**config.mk**
```make
export PLATFORM = sky130hd
export DESIGN_NAME = modbus_rtu_response_checker_core_flat
export DESIGN_NICKNAME = d
export VERILOG_FILES = /design/src/rtl/mrc_pkg.sv /design/src/rtl/mrc_if.sv /design/src/rtl/mrc_front.sv /design/src/rtl/mrc_queue.sv /design/src/rtl/mrc_back.sv /design/src/rtl/modbus_rtu_response_checker_core.sv /design/src/flat_wrapper.sv
export SDC_FILE = /design/constraint.sdc
export NUM_CORES = 1
export LEC_CHECK = 0
export ABC_AREA = 0
export BUFFER_PORTS_ARGS = -buffer_cell sky130_fd_sc_hd__buf_4
export CAP_MARGIN = 20
export CORE_ASPECT_RATIO = 2
export CORE_MARGIN = 1
export CORE_UTILIZATION = 40
export DETAILED_ROUTE_END_ITERATION = 10
export PLACE_DENSITY = 0.61
export SLEW_MARGIN = 20
export SYNTH_ARGS = -nofsm -noshare
export SYNTH_HDL_FRONTEND = slang
export SYNTH_SLANG_ARGS = --single-unit
export TNS_END_PERCENT = 1
```
**constraint.sdc**
```tcl
create_clock -name clock -period 5 [get_ports clock]
set_clock_uncertainty 0.15 [all_clocks]
set_input_delay 0.25 -clock clock [delete_from_list [all_inputs] [get_ports clock]]
set_output_delay 0.25 -clock clock [all_outputs]
set_load 0.05 [all_outputs]
```
**src/rtl/mrc_pkg.sv**
```systemverilog
// Package for the Modbus RTU response checker: shared constants, status codes,
// the queue item type and the byte-wide CRC-16/MODBUS update function.
// Depends on nothing; every other file but mrc_if uses it.
package mrc_pkg;

   // Frame position and length counters.
   localparam int POS_W             = 9;
   localparam int MAX_FRAME_DEFAULT = 256;

   // Depth of the queue between the front and the back.
   localparam int QUEUE_DEPTH = 2;
   localparam int QPTR_W      = $clog2(QUEUE_DEPTH);
   localparam int QCNT_W      = $clog2(QUEUE_DEPTH + 1);

   // Protocol constants.
   localparam logic [15:0] CRC_INIT         = 16'hFFFF;
   localparam logic [15:0] CRC_POLY         = 16'hA001;
   localparam logic [7:0]  EXC_LIMIT        = 8'h80;
   localparam logic [7:0]  SLAVE_ADDR_RESET = 8'h01;
   localparam logic [POS_W-1:0] HEADER_LEN  = POS_W'(3);
   localparam logic [POS_W:0]   LEN_MARGIN  = (POS_W + 1)'(5);

   // Frame status codes, in priority order.
   localparam logic [2:0] STATUS_OK        = 3'd0;
   localparam logic [2:0] STATUS_CRC_SHORT = 3'd1;
   localparam logic [2:0] STATUS_BAD_SLAVE = 3'd2;
   localparam logic [2:0] STATUS_BAD_LEN   = 3'd3;
   localparam logic [2:0] STATUS_EXCEPTION = 3'd4;

   // One classified byte as it travels from the front to the back.
   typedef struct packed {
      logic [7:0]       rx_byte;
      logic             frame_end;
      logic [POS_W-1:0] pos;        // position of this byte in its frame
      logic [POS_W-1:0] len;        // frame length after counting this byte
      logic             addr_match; // byte equals the slave address
   } item_type;

   // Folds one byte into the reflected CRC-16/MODBUS accumulator.
   function automatic logic [15:0] crc_byte(input logic [15:0] acc,
                                            input logic [7:0]  b);
      logic [15:0] c;
      c = acc ^ {8'h00, b};
      for (int k = 0; k < 8; k++) begin
         if (c[0]) begin
            c = (c >> 1) ^ CRC_POLY;
         end else begin
            c = c >> 1;
         end
      end
      return c;
   endfunction

endpackage

```
**src/rtl/mrc_if.sv**
```systemverilog
// Channel interfaces of the Modbus RTU response checker: received bytes,
// result beats and the slave address write port. No dependencies.
interface mrc_req_if;
   logic       valid;
   logic       ready;
   logic [7:0] rx_byte;
   logic       frame_end;

   modport source (output valid, output rx_byte, output frame_end, input ready);
   modport sink   (input valid, input rx_byte, input frame_end, output ready);
endinterface

interface mrc_rsp_if;
   logic       valid;
   logic       ready;
   logic [7:0] echo_byte;
   logic       is_payload;
   logic       frame_done;
   logic [2:0] status;
   logic [7:0] function_code;
   logic [7:0] byte_count;

   modport source (output valid, output echo_byte, output is_payload,
                   output frame_done, output status, output function_code,
                   output byte_count, input ready);
   modport sink   (input valid, input echo_byte, input is_payload,
                   input frame_done, input status, input function_code,
                   input byte_count, output ready);
endinterface

interface mrc_csr_if;
   logic       valid;
   logic       ready;
   logic [7:0] wdata;

   modport source (output valid, output wdata, input ready);
   modport sink   (input valid, input wdata, output ready);
endinterface

```
**src/rtl/mrc_front.sv**
```systemverilog
// Front of the checker: accepts bytes, counts positions within the frame,
// compares against the slave address register and pushes classified items.
// Depends on mrc_pkg and mrc_if.
module mrc_front #(
   parameter int MAX_FRAME = mrc_pkg::MAX_FRAME_DEFAULT
) (
   input  logic              clock,
   input  logic              reset,
   mrc_req_if.sink           req_ch,
   mrc_csr_if.sink           csr_ch,
   input  logic              q_full,
   output logic              push,
   output mrc_pkg::item_type push_item
);
   import mrc_pkg::*;

   localparam logic [POS_W-1:0] MaxCount = POS_W'(MAX_FRAME);

   logic [7:0]       slave_addr_ff;
   logic [POS_W-1:0] bytes_seen_ff;
   logic [POS_W-1:0] bytes_seen_in;
   logic [POS_W-1:0] len;

   // The register port never stalls.
   assign csr_ch.ready = 1'b1;

   // A byte is taken whenever the queue has room.
   assign req_ch.ready = !q_full;
   assign push         = req_ch.valid && !q_full;

   // Frame length after this byte, saturating at the longest frame.
   assign len = (bytes_seen_ff < MaxCount) ? bytes_seen_ff + POS_W'(1) : bytes_seen_ff;

   // The count rearms after the final byte of a frame.
   always_comb begin
      bytes_seen_in = bytes_seen_ff;
      if (push) begin
         bytes_seen_in = req_ch.frame_end ? '0 : len;
      end
   end

   always_comb begin
      push_item.rx_byte    = req_ch.rx_byte;
      push_item.frame_end  = req_ch.frame_end;
      push_item.pos        = bytes_seen_ff;
      push_item.len        = len;
      push_item.addr_match = (req_ch.rx_byte == slave_addr_ff);
   end

   always_ff @(posedge clock) begin
      if (reset) begin
         slave_addr_ff <= SLAVE_ADDR_RESET;
         bytes_seen_ff <= '0;
      end else begin
         bytes_seen_ff <= bytes_seen_in;
         if (csr_ch.valid) begin
            slave_addr_ff <= csr_ch.wdata;
         end
      end
   end

endmodule

```
**src/rtl/mrc_queue.sv**
```systemverilog
// Short queue between the front and the back of the checker.
// Depends on mrc_pkg for the item type and the depth.
module mrc_queue (
   input  logic              clock,
   input  logic              reset,
   input  logic              push,
   input  mrc_pkg::item_type push_item,
   input  logic              pop,
   output logic              full,
   output logic              not_empty,
   output mrc_pkg::item_type head_item
);
   import mrc_pkg::*;

   localparam logic [QPTR_W-1:0] LastPtr = QPTR_W'(QUEUE_DEPTH - 1);

   item_type          mem_ff [QUEUE_DEPTH];
   logic [QPTR_W-1:0] wr_ptr_ff;
   logic [QPTR_W-1:0] rd_ptr_ff;
   logic [QCNT_W-1:0] count_ff;
   logic [QCNT_W-1:0] count_in;

   assign full      = (count_ff == QCNT_W'(QUEUE_DEPTH));
   assign not_empty = (count_ff != '0);
   assign head_item = mem_ff[rd_ptr_ff];

   // Occupancy follows pushes and pops; both may happen in one cycle.
   always_comb begin
      count_in = count_ff;
      if (push && !pop) begin
         count_in = count_ff + QCNT_W'(1);
      end else if (pop && !push) begin
         count_in = count_ff - QCNT_W'(1);
      end
   end

   always_ff @(posedge clock) begin
      if (reset) begin
         wr_ptr_ff <= '0;
         rd_ptr_ff <= '0;
         count_ff  <= '0;
      end else begin
         count_ff <= count_in;
         if (push) begin
            wr_ptr_ff <= (wr_ptr_ff == LastPtr) ? '0 : wr_ptr_ff + QPTR_W'(1);
         end
         if (pop) begin
            rd_ptr_ff <= (rd_ptr_ff == LastPtr) ? '0 : rd_ptr_ff + QPTR_W'(1);
         end
      end
   end

   // Entry storage.
   always_ff @(posedge clock) begin
      if (push) begin
         mem_ff[wr_ptr_ff] <= push_item;
      end
   end

endmodule

```
**src/rtl/mrc_back.sv**
```systemverilog
// Back of the checker: runs the CRC, holds the header fields, flags payload
// bytes and computes the frame status into the result register.
// Depends on mrc_pkg and mrc_if.
module mrc_back (
   input  logic              clock,
   input  logic              reset,
   input  logic              q_not_empty,
   input  mrc_pkg::item_type q_item,
   output logic              q_pop,
   mrc_rsp_if.source         rsp_ch
);
   import mrc_pkg::*;

   logic [15:0] crc_ff;
   logic        addr_ok_ff;
   logic [7:0]  held_func_ff;
   logic [7:0]  held_count_ff;
   logic        rsp_valid_ff;

   logic [7:0]  echo_ff;
   logic        payload_ff;
   logic        done_ff;
   logic [2:0]  status_ff;
   logic [7:0]  func_out_ff;
   logic [7:0]  count_out_ff;

   logic [15:0] crc_in;
   logic        addr_ok_in;
   logic [7:0]  held_func_in;
   logic [7:0]  held_count_in;
   logic        payload_in;
   logic [2:0]  status_in;
   logic [7:0]  count_out_in;
   logic        is_first;

   // Take the next beat when the result register is free or being drained.
   assign q_pop = q_not_empty && (!rsp_valid_ff || rsp_ch.ready);

   assign crc_in   = crc_byte(crc_ff, q_item.rx_byte);
   assign is_first = (q_item.pos == '0);

   // Header capture and payload flag by position in the frame.
   always_comb begin
      addr_ok_in    = addr_ok_ff;
      held_func_in  = held_func_ff;
      held_count_in = held_count_ff;
      payload_in    = 1'b0;
      if (is_first) begin
         addr_ok_in    = q_item.addr_match;
         held_func_in  = '0;
         held_count_in = '0;
      end else if (q_item.pos == POS_W'(1)) begin
         held_func_in = q_item.rx_byte;
      end else if (q_item.pos == POS_W'(2)) begin
         held_count_in = q_item.rx_byte;
      end else begin
         payload_in = ((q_item.pos - HEADER_LEN) < {1'b0, held_count_ff});
      end
   end

   // Status in priority order; the length check is count + 5 > length.
   always_comb begin
      status_in    = STATUS_OK;
      count_out_in = held_count_in;
      if (q_item.frame_end) begin
         if ((q_item.len < POS_W'(3)) || (crc_in != 16'h0000)) begin
            status_in = STATUS_CRC_SHORT;
         end else if (!addr_ok_in) begin
            status_in = STATUS_BAD_SLAVE;
         end else if (({2'b00, held_count_in} + LEN_MARGIN) > {1'b0, q_item.len}) begin
            status_in    = STATUS_BAD_LEN;
            count_out_in = '0;
         end else if (held_func_in > EXC_LIMIT) begin
            status_in = STATUS_EXCEPTION;
         end
      end
   end

   // Control state and the result valid flag.
   always_ff @(posedge clock) begin
      if (reset) begin
         crc_ff        <= CRC_INIT;
         addr_ok_ff    <= 1'b0;
         held_func_ff  <= '0;
         held_count_ff <= '0;
         rsp_valid_ff  <= 1'b0;
      end else begin
         if (q_pop) begin
            held_func_ff  <= held_func_in;
            held_count_ff <= held_count_in;
            if (q_item.frame_end) begin
               crc_ff     <= CRC_INIT;
               addr_ok_ff <= 1'b0;
            end else begin
               crc_ff     <= crc_in;
               addr_ok_ff <= addr_ok_in;
            end
         end
         if (q_pop) begin
            rsp_valid_ff <= 1'b1;
         end else if (rsp_ch.ready) begin
            rsp_valid_ff <= 1'b0;
         end
      end
   end

   // Result payload register.
   always_ff @(posedge clock) begin
      if (q_pop) begin
         echo_ff      <= q_item.rx_byte;
         payload_ff   <= payload_in;
         done_ff      <= q_item.frame_end;
         status_ff    <= status_in;
         func_out_ff  <= held_func_in;
         count_out_ff <= count_out_in;
      end
   end

   assign rsp_ch.valid         = rsp_valid_ff;
   assign rsp_ch.echo_byte     = echo_ff;
   assign rsp_ch.is_payload    = payload_ff;
   assign rsp_ch.frame_done    = done_ff;
   assign rsp_ch.status        = status_ff;
   assign rsp_ch.function_code = func_out_ff;
   assign rsp_ch.byte_count    = count_out_ff;

endmodule

```
**src/rtl/modbus_rtu_response_checker_core.sv**
```systemverilog
// Top level of the Modbus RTU response checker: front, queue and back.
// Depends on mrc_pkg, mrc_if, mrc_front, mrc_queue and mrc_back.
//
//   channel  direction  beat contents
//   req_ch   in         rx_byte, frame_end
//   rsp_ch   out        echo_byte, is_payload, frame_done, status,
//                       function_code, byte_count
//   csr_ch   in         wdata (slave address)
//
// One byte per cycle sustained while results are taken. An accepted byte
// is written into the queue, then popped into the result register that offers it.
// The back unrolls the eight-bit CRC step, one byte a cycle unless stalled.
// Reset is synchronous and returns the slave address to 1 and rearms the frame.
// A stalled result holds; the two-entry queue takes two more beats, then the
// input stalls until the result is taken.
module modbus_rtu_response_checker_core #(
   parameter int MAX_FRAME = mrc_pkg::MAX_FRAME_DEFAULT
) (
   input  logic      clock,
   input  logic      reset,
   mrc_req_if.sink   req_ch,
   mrc_rsp_if.source rsp_ch,
   mrc_csr_if.sink   csr_ch
);
   import mrc_pkg::*;

   logic     push;
   logic     pop;
   logic     q_full;
   logic     q_not_empty;
   item_type push_item;
   item_type head_item;

   // Byte intake and classification.
   mrc_front #(
      .MAX_FRAME (MAX_FRAME)
   ) u_front (
      .clock     (clock),
      .reset     (reset),
      .req_ch    (req_ch),
      .csr_ch    (csr_ch),
      .q_full    (q_full),
      .push      (push),
      .push_item (push_item)
   );

   // Decoupling queue.
   mrc_queue u_queue (
      .clock     (clock),
      .reset     (reset),
      .push      (push),
      .push_item (push_item),
      .pop       (pop),
      .full      (q_full),
      .not_empty (q_not_empty),
      .head_item (head_item)
   );

   // CRC, header tracking and status.
   mrc_back u_back (
      .clock       (clock),
      .reset       (reset),
      .q_not_empty (q_not_empty),
      .q_item      (head_item),
      .q_pop       (pop),
      .rsp_ch      (rsp_ch)
   );

endmodule

```
**src/flat_wrapper.sv**
```systemverilog
// flat-port wrapper written by rule: the top's interface ports become plain ports
module modbus_rtu_response_checker_core_flat import mrc_pkg::*;
#(
   parameter int MAX_FRAME = mrc_pkg::MAX_FRAME_DEFAULT
)
  (clock, reset, req_ch_valid, req_ch_rx_byte, req_ch_frame_end, req_ch_ready, rsp_ch_valid, rsp_ch_echo_byte, rsp_ch_is_payload, rsp_ch_frame_done, rsp_ch_status, rsp_ch_function_code, rsp_ch_byte_count, rsp_ch_ready, csr_ch_valid, csr_ch_wdata, csr_ch_ready);
  mrc_req_if req_ch_i ();
  mrc_rsp_if rsp_ch_i ();
  mrc_csr_if csr_ch_i ();
  input  logic clock;
  input  logic reset;
  input wire logic [$bits(req_ch_i.valid)-1:0] req_ch_valid;
  input wire logic [$bits(req_ch_i.rx_byte)-1:0] req_ch_rx_byte;
  input wire logic [$bits(req_ch_i.frame_end)-1:0] req_ch_frame_end;
  output wire logic [$bits(req_ch_i.ready)-1:0] req_ch_ready;
  output wire logic [$bits(rsp_ch_i.valid)-1:0] rsp_ch_valid;
  output wire logic [$bits(rsp_ch_i.echo_byte)-1:0] rsp_ch_echo_byte;
  output wire logic [$bits(rsp_ch_i.is_payload)-1:0] rsp_ch_is_payload;
  output wire logic [$bits(rsp_ch_i.frame_done)-1:0] rsp_ch_frame_done;
  output wire logic [$bits(rsp_ch_i.status)-1:0] rsp_ch_status;
  output wire logic [$bits(rsp_ch_i.function_code)-1:0] rsp_ch_function_code;
  output wire logic [$bits(rsp_ch_i.byte_count)-1:0] rsp_ch_byte_count;
  input wire logic [$bits(rsp_ch_i.ready)-1:0] rsp_ch_ready;
  input wire logic [$bits(csr_ch_i.valid)-1:0] csr_ch_valid;
  input wire logic [$bits(csr_ch_i.wdata)-1:0] csr_ch_wdata;
  output wire logic [$bits(csr_ch_i.ready)-1:0] csr_ch_ready;
  assign req_ch_i.valid = req_ch_valid;
  assign req_ch_i.rx_byte = req_ch_rx_byte;
  assign req_ch_i.frame_end = req_ch_frame_end;
  assign req_ch_ready = req_ch_i.ready;
  assign rsp_ch_valid = rsp_ch_i.valid;
  assign rsp_ch_echo_byte = rsp_ch_i.echo_byte;
  assign rsp_ch_is_payload = rsp_ch_i.is_payload;
  assign rsp_ch_frame_done = rsp_ch_i.frame_done;
  assign rsp_ch_status = rsp_ch_i.status;
  assign rsp_ch_function_code = rsp_ch_i.function_code;
  assign rsp_ch_byte_count = rsp_ch_i.byte_count;
  assign rsp_ch_i.ready = rsp_ch_ready;
  assign csr_ch_i.valid = csr_ch_valid;
  assign csr_ch_i.wdata = csr_ch_wdata;
  assign csr_ch_ready = csr_ch_i.ready;
  modbus_rtu_response_checker_core #(.MAX_FRAME(MAX_FRAME)) u_core (.clock(clock), .reset(reset), .req_ch(req_ch_i), .rsp_ch(rsp_ch_i), .csr_ch(csr_ch_i));
endmodule
```
==> results of run 1 <==
[placed cells by master (no fill, tap or decap), types with 5 or more instances in the layout]
| cell type | netlist | final |
|---|---|---|
| sky130_fd_sc_hd__nand2_1 | 15 | 15 |
| sky130_fd_sc_hd__nand4_1 | 6 | 6 |
| sky130_fd_sc_hd__mux2_2 | 6 | 6 |
| sky130_fd_sc_hd__clkbuf_16 | 0 | 17 |
| sky130_fd_sc_hd__nor2_1 | 73 | 71 |
| sky130_fd_sc_hd__edfxtp_1 | 85 | 85 |
| sky130_fd_sc_hd__buf_4 | 3 | 68 |
| sky130_fd_sc_hd__xor2_1 | 18 | 18 |
| sky130_fd_sc_hd__mux2i_1 | 30 | 30 |
| sky130_fd_sc_hd__or3_1 | 6 | 6 |
| sky130_fd_sc_hd__inv_1 | 20 | 20 |
| sky130_fd_sc_hd__o22ai_1 | 11 | 11 |
| sky130_fd_sc_hd__dlygate4sd3_1 | 0 | 18 |
| sky130_fd_sc_hd__a21boi_0 | 5 | 5 |
| sky130_fd_sc_hd__dfxtp_1 | 56 | 55 |
| sky130_fd_sc_hd__a211oi_1 | 8 | 8 |
| sky130_fd_sc_hd__o21ai_0 | 8 | 8 |
| sky130_fd_sc_hd__nor2b_1 | 7 | 6 |
| sky130_fd_sc_hd__nand2b_1 | 20 | 20 |
| sky130_fd_sc_hd__ha_1 | 24 | 24 |
| sky130_fd_sc_hd__a21oi_1 | 21 | 21 |
| sky130_fd_sc_hd__a22oi_1 | 20 | 20 |
| sky130_fd_sc_hd__xnor2_1 | 35 | 35 |
| sky130_fd_sc_hd__nor3_1 | 9 | 9 |
| sky130_fd_sc_hd__nand3_1 | 7 | 7 |
[sequential cells by signal, indices dropped and copies added (netlist names), named ones only]
| name | flops |
|---|---|
| u_core.u_queue.rd_ptr_ff | 1 |
| u_core.u_back.rsp_ch.function_code | 8 |
| u_core.u_back.rsp_ch.valid | 1 |
| u_core.u_front.slave_addr_ff | 8 |
| u_core.u_back.rsp_ch.byte_count | 8 |
| u_core.u_back.addr_ok_ff | 1 |
| u_core.u_queue.wr_ptr_ff | 1 |
| u_core.u_back.rsp_ch.frame_done | 1 |
| u_core.u_back.held_func_ff | 8 |
| u_core.u_front.bytes_seen_ff | 9 |
| u_core.u_back.rsp_ch.echo_byte | 8 |
| u_core.u_queue.mem_ff | 56 |
| u_core.u_back.held_count_ff | 8 |
| u_core.u_queue.count_ff | 2 |
| u_core.u_back.crc_ff | 16 |
| u_core.u_back.rsp_ch.status | 3 |
| u_core.u_back.rsp_ch.is_payload | 1 |
[power by group through the flow]
stage                     Combinational (mW)  Clock (mW)  Sequential [mW]
after floorplan                         1.08           0             1.95
after global placement                  1.87           0             1.65
after detailed placement                1.91           0             1.66
after CTS                               1.93        1.35             1.63
after global routing                    2.07        1.40             1.66
final                                   1.91        1.33             1.63
[what timing repair did]
item	CTS	global route
setup endpoints to repair	0	4
hold buffers	18	0
endpoints found under the hold margin	27	0
resized for setup	0	1
[metal layers]
| metal | share of wire (%) | GRT usage [%] | vias to the layer above |
|---|---|---|---|
| met5 | 0 | 0 | - |
| met4 | 4.7 | 12.68 | 0 |
| met3 | 2.9 | 3.513 | 43 |
| met2 | 59 | 38.10 | 121 |
| met1 | 34 | 17.67 | 2278 |
| li1 | - | - | 2303 |
[cell families (layout without fill, tap and decap cells)]
logic type      count (synthesis)  in the layout
fa+ha+maj                      24             24
other cells                     1              2
flops                         141            141
compound gates                111            111
simple gates                  169            169
buf+inv                        48            139
mux                            38             38
xor+xnor                       54             54
[how the worst max path moves through the flow]
stage | startpoint | to | slack, ns
floorplan | register | u_core.u_back.rsp_ch.status[0] | 0.15
global placement | register | u_core.u_back.rsp_ch.byte_count[1] | 0.60
detailed placement | register | u_core.u_back.rsp_ch.byte_count[1] | 0.34
CTS | register | u_core.u_back.rsp_ch.byte_count[1] | 0.32
global route | register | u_core.u_back.rsp_ch.byte_count[1] | 0.13
finish | register | u_core.u_back.rsp_ch.status[0] | 0.50
[through the flow]
step	utilization (%)	power [mW]
6_report	49.98	4.869
5_1_grt	49.96	5.124
4_1_cts	49.95	4.913
3_5_place_dp	45.06	3.563
3_3_place_gp	45.06	3.518
2_1_floorplan	-	3.032
[cell type report]
| type | count | area (sq um) | share of cell area [%] |
|---|---|---|---|
| diodes | 1 | 2.502 | 0.03047 |
| inverters | 21 | 78.83 | 0.9598 |
| multi-input cells | 397 | 2888 | 35.16 |
| clock inverters | 13 | 190.2 | 2.316 |
| well taps | 204 | 255.2 | 3.108 |
| flip-flops and latches | 141 | 3675 | 44.74 |
| clock buffers | 19 | 432.9 | 5.271 |
| repair buffers | 86 | 690.7 | 8.409 |
==> summary.log, run 1 <==
INFO  floorplan      core_region_area=16430squm
INFO  floorplan      floorplan.die.width=93.94um
INFO  critical_path  critPathKind=reg -> reg
INFO  placed_design  io_buffers=52
INFO  placed_design  detailedPlace.worstSlack=0.3420ns
INFO  synth          synth_async_sr_flop_share=0%
INFO  sta            slew_viol_final=0
INFO  critical_path  reg2regPathDepth=19
INFO  floorplan      dieArea=17460squm
INFO  cells_and_area layout-drive-gt1-share=18.46%
INFO  cells_and_area postLayoutCellArea=8213squm
INFO  global_routing wire_length_of_the_first_global_routing_pass=25230um
INFO  clocking       cts_sinks=141
INFO  global_routing globalRoute.totalOverflow=0
INFO  detailed_routing detailroute.via_count=4745
INFO  sta            timing.hold.ws=0.01677ns
INFO  floorplan      die_h=185.9um
INFO  sta            final_setup_violation_count=0
INFO  synth          synth_compound_gate_area_share=12.19%
INFO  cells_and_area synthToLayoutAreaGrowth=21.47%
INFO  synth          yosysTopAreaCellShare=37.75%
INFO  global_routing number_of_global_route_vias_before_repair=4954
INFO  global_routing groute.usage.overall=19.52%
INFO  sta            final_period_minus_worst_setup_slack=4.504ns
INFO  synth          synthesis.area_per_instance=11.54squm
INFO  critical_path  critical_path.startpoint_type=register
INFO  clocking       path_clk_slew=0.06ns
INFO  detailed_routing dr.first_iter.drc_count=225
INFO  power          power_internal=3.038mW
INFO  floorplan      placement_rows=66
INFO  detailed_routing routed_wl=15890um
INFO  sta            maxClockFrequency=222.0MHz
INFO  critical_path  arrival=4.53ns
INFO  power          p_sw_share=37.59%
INFO  detailed_routing vias_per_cell=5.380
INFO  cells_and_area final-instance-count-excl-fill=882
INFO  synth          post_synth_edffs=85
INFO  sta            transition_at_the_pin_with_the_smallest_max_transition_slack=0.6673ns
INFO  detailed_routing drt_drc_violations_left=0
INFO  floorplan      start_util=41.15%
INFO  power          combPwrFrac=39.2%
INFO  critical_path  worstSetupEndpointType=register
INFO  synth          yosysTopAreaCell=sky130_fd_sc_hd__edfxtp_1
INFO  run_status     outcome=completed
INFO  synth          seq_area_frac_synth=54.33%
INFO  synth          dominant_combinational_cell_family_by_area_after_synthesis=simple AND/OR/NAND/NOR gates
INFO  power          seq_power_share=33.5%
INFO  synth          syn_area=6761squm
INFO  synth          synthDistinctLibCells=73
INFO  synth          netlist_top_cells_count=85 x sky130_fd_sc_hd__edfxtp_1, 73 x sky130_fd_sc_hd__nor2_1, 56 x sky130_fd_sc_hd__dfxtp_1
INFO  clocking       clk-insertion-delay-late=0.42ns
INFO  critical_path  r2r-end=u_core.u_back.rsp_ch.status[0]
INFO  sta            final_min_period_over_clock_period=90.07%
INFO  floorplan      num_io_pins=54
INFO  synth          dominantRegCellSynth=sky130_fd_sc_hd__edfxtp_1
INFO  detailed_routing post_drt_wl_per_cell=18.02um
INFO  synth          synth_cells=586
INFO  synth          synth-xor-area-share=7.217%
INFO  clocking       post_cts_buffers=0
INFO  clocking       cts_max_level=4
INFO  power          share_of_total_power_in_the_clock_network=27.3%
INFO  cells_and_area filler_cell_count=1470
INFO  global_routing largest_net_degree_at_the_start_of_global_routing=58
INFO  synth          synth.yosys.warnings=0
INFO  critical_path  timing.critical_path.fanout_max=21
INFO  critical_path  crit_chain=buf_4, a21oi_1, inv_1, ha_1, nor2b_1, buf_4, a21oi_1, nor3_1, buf_4, ha_1, o211ai_1, xnor2_1, ha_1, a21o_1, a21o_1, a21oi_1, a22oi_1, nor2b_2, o21a_1
INFO  sta            max-slew-margin-rel=55.51%
INFO  synth          syn-num-nets=632
INFO  critical_path  number_of_cells_on_the_critical_path=19
INFO  clocking       ctsRootBufferMaster=sky130_fd_sc_hd__clkbuf_16
INFO  synth          synth_adder_area_share=4.441%
INFO  sta            hold_viol_final=0
INFO  clocking       clock_path_buffers=2
INFO  critical_path  critPathTopFamily=compound AO/OA/AOI/OAI gates
INFO  synth          synth_area_leaders=sky130_fd_sc_hd__edfxtp_1 38%, sky130_fd_sc_hd__dfxtp_1 17%, sky130_fd_sc_hd__xnor2_1 4.5%, sky130_fd_sc_hd__ha_1 4.4%, sky130_fd_sc_hd__mux2i_1 4.4%
INFO  sta            fin_setup_tns=0ns
INFO  detailed_routing drt_pre_antenna_iters=5
INFO  worst_hold_path startpoint_of_the_lowest_slack_hold_path=csr_ch_valid
INFO  worst_hold_path worstHoldPathCells=2
INFO  power          netSwitchingPower=1.830mW
INFO  critical_path  critical_path_required=5.02ns
INFO  power          p_leak=3.068nW
INFO  placed_design  detailedPlacementHpwl=11790um
INFO  placed_design  postPlaceCellArea=7405squm
INFO  detailed_routing ant_nets=0
INFO  power          irDropWorstVdd=283.2uV
INFO  clocking       tritoncts_clock_tree=built
INFO  critical_path  crit_path_top_delay_cell=sky130_fd_sc_hd__dfxtp_2
INFO  synth          synth_seq_cells=141
INFO  sta            grt_setup_unrepaired=no
INFO  critical_path  worst-r2r-setup-slack=0.50ns
INFO  clocking       cts_bufs_inserted=17
INFO  synth          synth.most_common_cell=sky130_fd_sc_hd__edfxtp_1
INFO  worst_hold_path worst_hold_path.endpoint=u_core.u_front.slave_addr_ff[0]
INFO  cells_and_area final_net_count=710
INFO  global_routing grt_antenna_before_repair=0
INFO  worst_hold_path holdCritPathClass=in -> reg
INFO  synth          yosys.area_share.simple=12.82%
INFO  flow_run       maxCapViolCount=0
INFO  placed_design  numPlacedInstances=831
INFO  sta            final_critical_path_setup_slack=0.4964ns
INFO  synth          synth.area.mux_share=5.866%
INFO  placed_design  place.gp.congestion=0.8883
INFO  critical_path  critical_path.max_stage_delay=0.39ns
INFO  critical_path  cp.buffers_inverters=4
INFO  power          cellPowerDensity=592.8nW/um^2
No activity file was read; power rests on OpenSTA's default activity.
==> run 2, diff against run 1 <==
--- a/config.mk
+++ b/config.mk
@@ -13,6 +13,7 @@
 export CORE_UTILIZATION = 40
 export DETAILED_ROUTE_END_ITERATION = 10
 export PLACE_DENSITY = 0.61
+export RECOVER_POWER = 25
 export SLEW_MARGIN = 20
 export SYNTH_ARGS = -nofsm -noshare
 export SYNTH_HDL_FRONTEND = slang
==> run 2 against run 1 <==
Sequential power barely moved; clock-buffer cell count unchanged; die area unchanged; largest cell class unchanged; first-iteration DRC count increased by 5.3%.
==> summary.log, run 2 (synthesis results as in run 1) <==
INFO  floorplan      start_util=41.15% [unchanged]
INFO  detailed_routing post_drt_wl_per_cell=18.10um [+0.47%]
INFO  global_routing globalRoute.totalOverflow=0 [unchanged]
INFO  floorplan      placement_rows=66 [unchanged]
INFO  sta            final_setup_violation_count=0 [unchanged]
INFO  power          irDropWorstVdd=282.5uV [-0.24%]
INFO  clocking       clock_path_buffers=2 [unchanged]
INFO  global_routing grt_antenna_before_repair=0 [unchanged]
INFO  power          p_sw_share=37.94% [+0.34 points]
INFO  clocking       post_cts_buffers=0 [unchanged]
INFO  cells_and_area largest_register_ffs=56 [unchanged]
INFO  global_routing wire_length_of_the_first_global_routing_pass=25230um [unchanged]
INFO  critical_path  crit_path_top_delay_cell=sky130_fd_sc_hd__dfxtp_2
INFO  sta            hold_viol_final=0 [unchanged]
INFO  clocking       cts_bufs_inserted=17 [unchanged]
INFO  global_routing largest_net_degree_at_the_start_of_global_routing=58 [unchanged]
INFO  floorplan      die_h=185.9um [unchanged]
INFO  clocking       tritoncts_clock_tree=built
INFO  detailed_routing routed_wl=15950um [+0.35%]
INFO  sta            maxClockFrequency=221.9MHz [about the same]
INFO  detailed_routing ant_nets=0 [unchanged]
INFO  sta            final_period_minus_worst_setup_slack=4.507ns [+0.003327 ns]
INFO  clocking       cts_sinks=141 [unchanged]
INFO  power          p_leak=2.978nW [-2.9%]
INFO  critical_path  arrival=4.50ns [-0.03 ns]
INFO  critical_path  critical_path.startpoint_type=register
INFO  sta            transition_at_the_pin_with_the_smallest_max_transition_slack=0.6693ns [+0.001920 ns]
INFO  critical_path  timing.critical_path.fanout_max=21 [unchanged]
INFO  cells_and_area layout-drive-gt1-share=14.92% [-3.5 points]
INFO  critical_path  cp.buffers_inverters=4 [unchanged]
INFO  cells_and_area most_frequent_standard_cell_in_the_layout_excluding_fill_and_tap_cells=sky130_fd_sc_hd__edfxtp_1
INFO  floorplan      dieArea=17460squm [unchanged]
INFO  power          combPwrFrac=38.7% [-0.5 points]
INFO  detailed_routing dr.first_iter.drc_count=237 [+5.3%]
INFO  placed_design  numPlacedInstances=831 [unchanged]
INFO  detailed_routing drt_drc_violations_left=0 [unchanged]
INFO  sta            max-slew-margin-rel=55.38% [-0.13 points]
INFO  sta            slew_viol_final=0 [unchanged]
INFO  critical_path  crit_chain=buf_4, a21oi_1, inv_1, ha_1, nor2b_1, buf_4, a21oi_1, nor3_1, buf_4, ha_1, o211ai_1, xnor2_1, ha_1, a21o_1, a21o_1, a21oi_1, a22oi_1, nor2b_2, a21boi_0
INFO  run_status     outcome=completed
INFO  clocking       cts_max_level=4 [unchanged]
INFO  critical_path  critPathKind=reg -> reg
INFO  placed_design  detailedPlacementHpwl=11790um [unchanged]
INFO  detailed_routing drt_pre_antenna_iters=5 [unchanged]
INFO  cells_and_area antenna-diode-count=0 [-1]
INFO  detailed_routing vias_per_cell=5.436 [+1.0%]
INFO  power          share_of_total_power_in_the_clock_network=27.6% [+0.3 points]
INFO  global_routing groute.usage.overall=19.52% [unchanged]
INFO  floorplan      floorplan.die.width=93.94um [unchanged]
INFO  sta            fin_setup_tns=0ns [unchanged]
INFO  cells_and_area final_cell_mix=85 x sky130_fd_sc_hd__edfxtp_1, 71 x sky130_fd_sc_hd__nor2_1, 55 x sky130_fd_sc_hd__dfxtp_1, 35 x sky130_fd_sc_hd__xnor2_1, 35 x sky130_fd_sc_hd__buf_4
INFO  clocking       clk-insertion-delay-late=0.42ns [about the same]
INFO  detailed_routing detailroute.via_count=4789 [+0.93%]
INFO  flow_run       maxCapViolCount=0 [unchanged]
INFO  power          totalPowerFinal=4.825mW [-0.90%]
INFO  power          netSwitchingPower=1.830mW [about the same]
INFO  power          cellPowerDensity=594.2nW/um^2 [+0.23%]
INFO  critical_path  critical_path.max_stage_delay=0.39ns [about the same]
INFO  critical_path  critical_path_required=4.99ns [-0.03 ns]
INFO  sta            grt_setup_unrepaired=no
INFO  power          power_internal=2.994mW [-1.4%]
INFO  global_routing number_of_global_route_vias_before_repair=4954 [unchanged]
INFO  clocking       ctsRootBufferMaster=sky130_fd_sc_hd__clkbuf_16
INFO  cells_and_area max_flop_register=u_core.u_queue.mem_ff
INFO  floorplan      num_io_pins=54 [unchanged]
INFO  power          seq_power_share=33.8% [+0.3 points]
INFO  placed_design  place.gp.congestion=0.8883 [unchanged]
INFO  cells_and_area final_net_count=710 [unchanged]
INFO  clocking       path_clk_slew=0.06ns [about the same]
INFO  placed_design  io_buffers=52 [unchanged]
INFO  cells_and_area final-instance-count-excl-fill=881 [-0.11%]
INFO  cells_and_area top_regs=u_core.u_queue.mem_ff x56, u_core.u_back.crc_ff x16, u_core.u_front.bytes_seen_ff x9
INFO  floorplan      core_region_area=16430squm [unchanged]
INFO  cells_and_area synthToLayoutAreaGrowth=20.10%
INFO  cells_and_area final_core_utilization=49.41% [-0.56 points]
INFO  worst_hold_path holdCritPathClass=in -> reg
INFO  sta            final_min_period_over_clock_period=90.14% [about the same]
INFO  critical_path  critPathTopFamily=compound AO/OA/AOI/OAI gates
INFO  critical_path  worstSetupEndpointType=register
-- run 2: path summary, 6_finish.rpt --
| path | slack, ns | from | cells past startpoint | to |
|---|---|---|---|---|
| worst max register to register | 0.49 | register | 19 | u_core.u_back.rsp_ch.byte_count[1] |
| worst min-delay path | 0.01 | csr_ch_valid | 2 | u_core.u_front.slave_addr_ff[0] |
| worst min register to register | 0.35 | u_core.u_back.addr_ok_ff | 2 | u_core.u_back.addr_ok_ff |
| worst max-delay path | 0.49 | register | 19 | u_core.u_back.rsp_ch.byte_count[1] |
-- run 2: what timing repair did --
action | CTS | global route
hold buffers | 18 | 0
endpoints found under the setup margin | 0 | 4
hold endpoints to repair | 27 | 0
gates resized for setup | 0 | 1
-- run 2: stage by stage --
stage | hold WS [ns] | cell area, sq um | setup slack, ns
6_report | 0.01286 | 8120 | 0.4930
5_1_grt | 0.01939 | 8120 | 0.1344
4_1_cts | 0.001564 | 8208 | 0.3228
3_5_place_dp | 0.3086 | 7405 | 0.3420
3_3_place_gp | 0.3041 | 7405 | 0.6019
2_1_floorplan | 0.1989 | 6763 | 0.1497
-- run 2: final cells by class --
class | count | area [sq um]
fill | 1496 | 8313
sequential | 141 | 3675
multi-input combinational | 397 | 2888
timing repair buffer | 86 | 600.6
clock buffer | 19 | 432.9
tap | 204 | 255.2
clock inverter | 13 | 190.2
inverter | 21 | 78.83
-- run 2: routing by layer --
layer / wire length [um] / track usage [%]
met1: 5369 / 17.67
met2: 9339 / 38.10
met3: 493 / 3.513
met4: 745 / 12.68
met5: 0 / 0
-- run 2: power groups by stage --
stage	Sequential [mW]	Combinational, mW	Clock (mW)
CTS	1.63	1.93	1.35
global route	1.66	2.02	1.40
global placement	1.65	1.87	0
floorplan	1.95	1.08	0
finish	1.63	1.86	1.33
detailed placement	1.66	1.91	0
-- run 2: worst register-to-register path: cells and delay by family (launching register included) --
kind | cells | cell delay [ns]
XOR/XNOR | 1 | 0.16
adder cells (fa/ha/maj) | 3 | 0.77
AND/OR/NAND/NOR | 3 | 0.78
AO/OA/AOI/OAI | 8 | 1.22
flip-flops | 1 | 0.39
buffers and inverters | 4 | 0.75
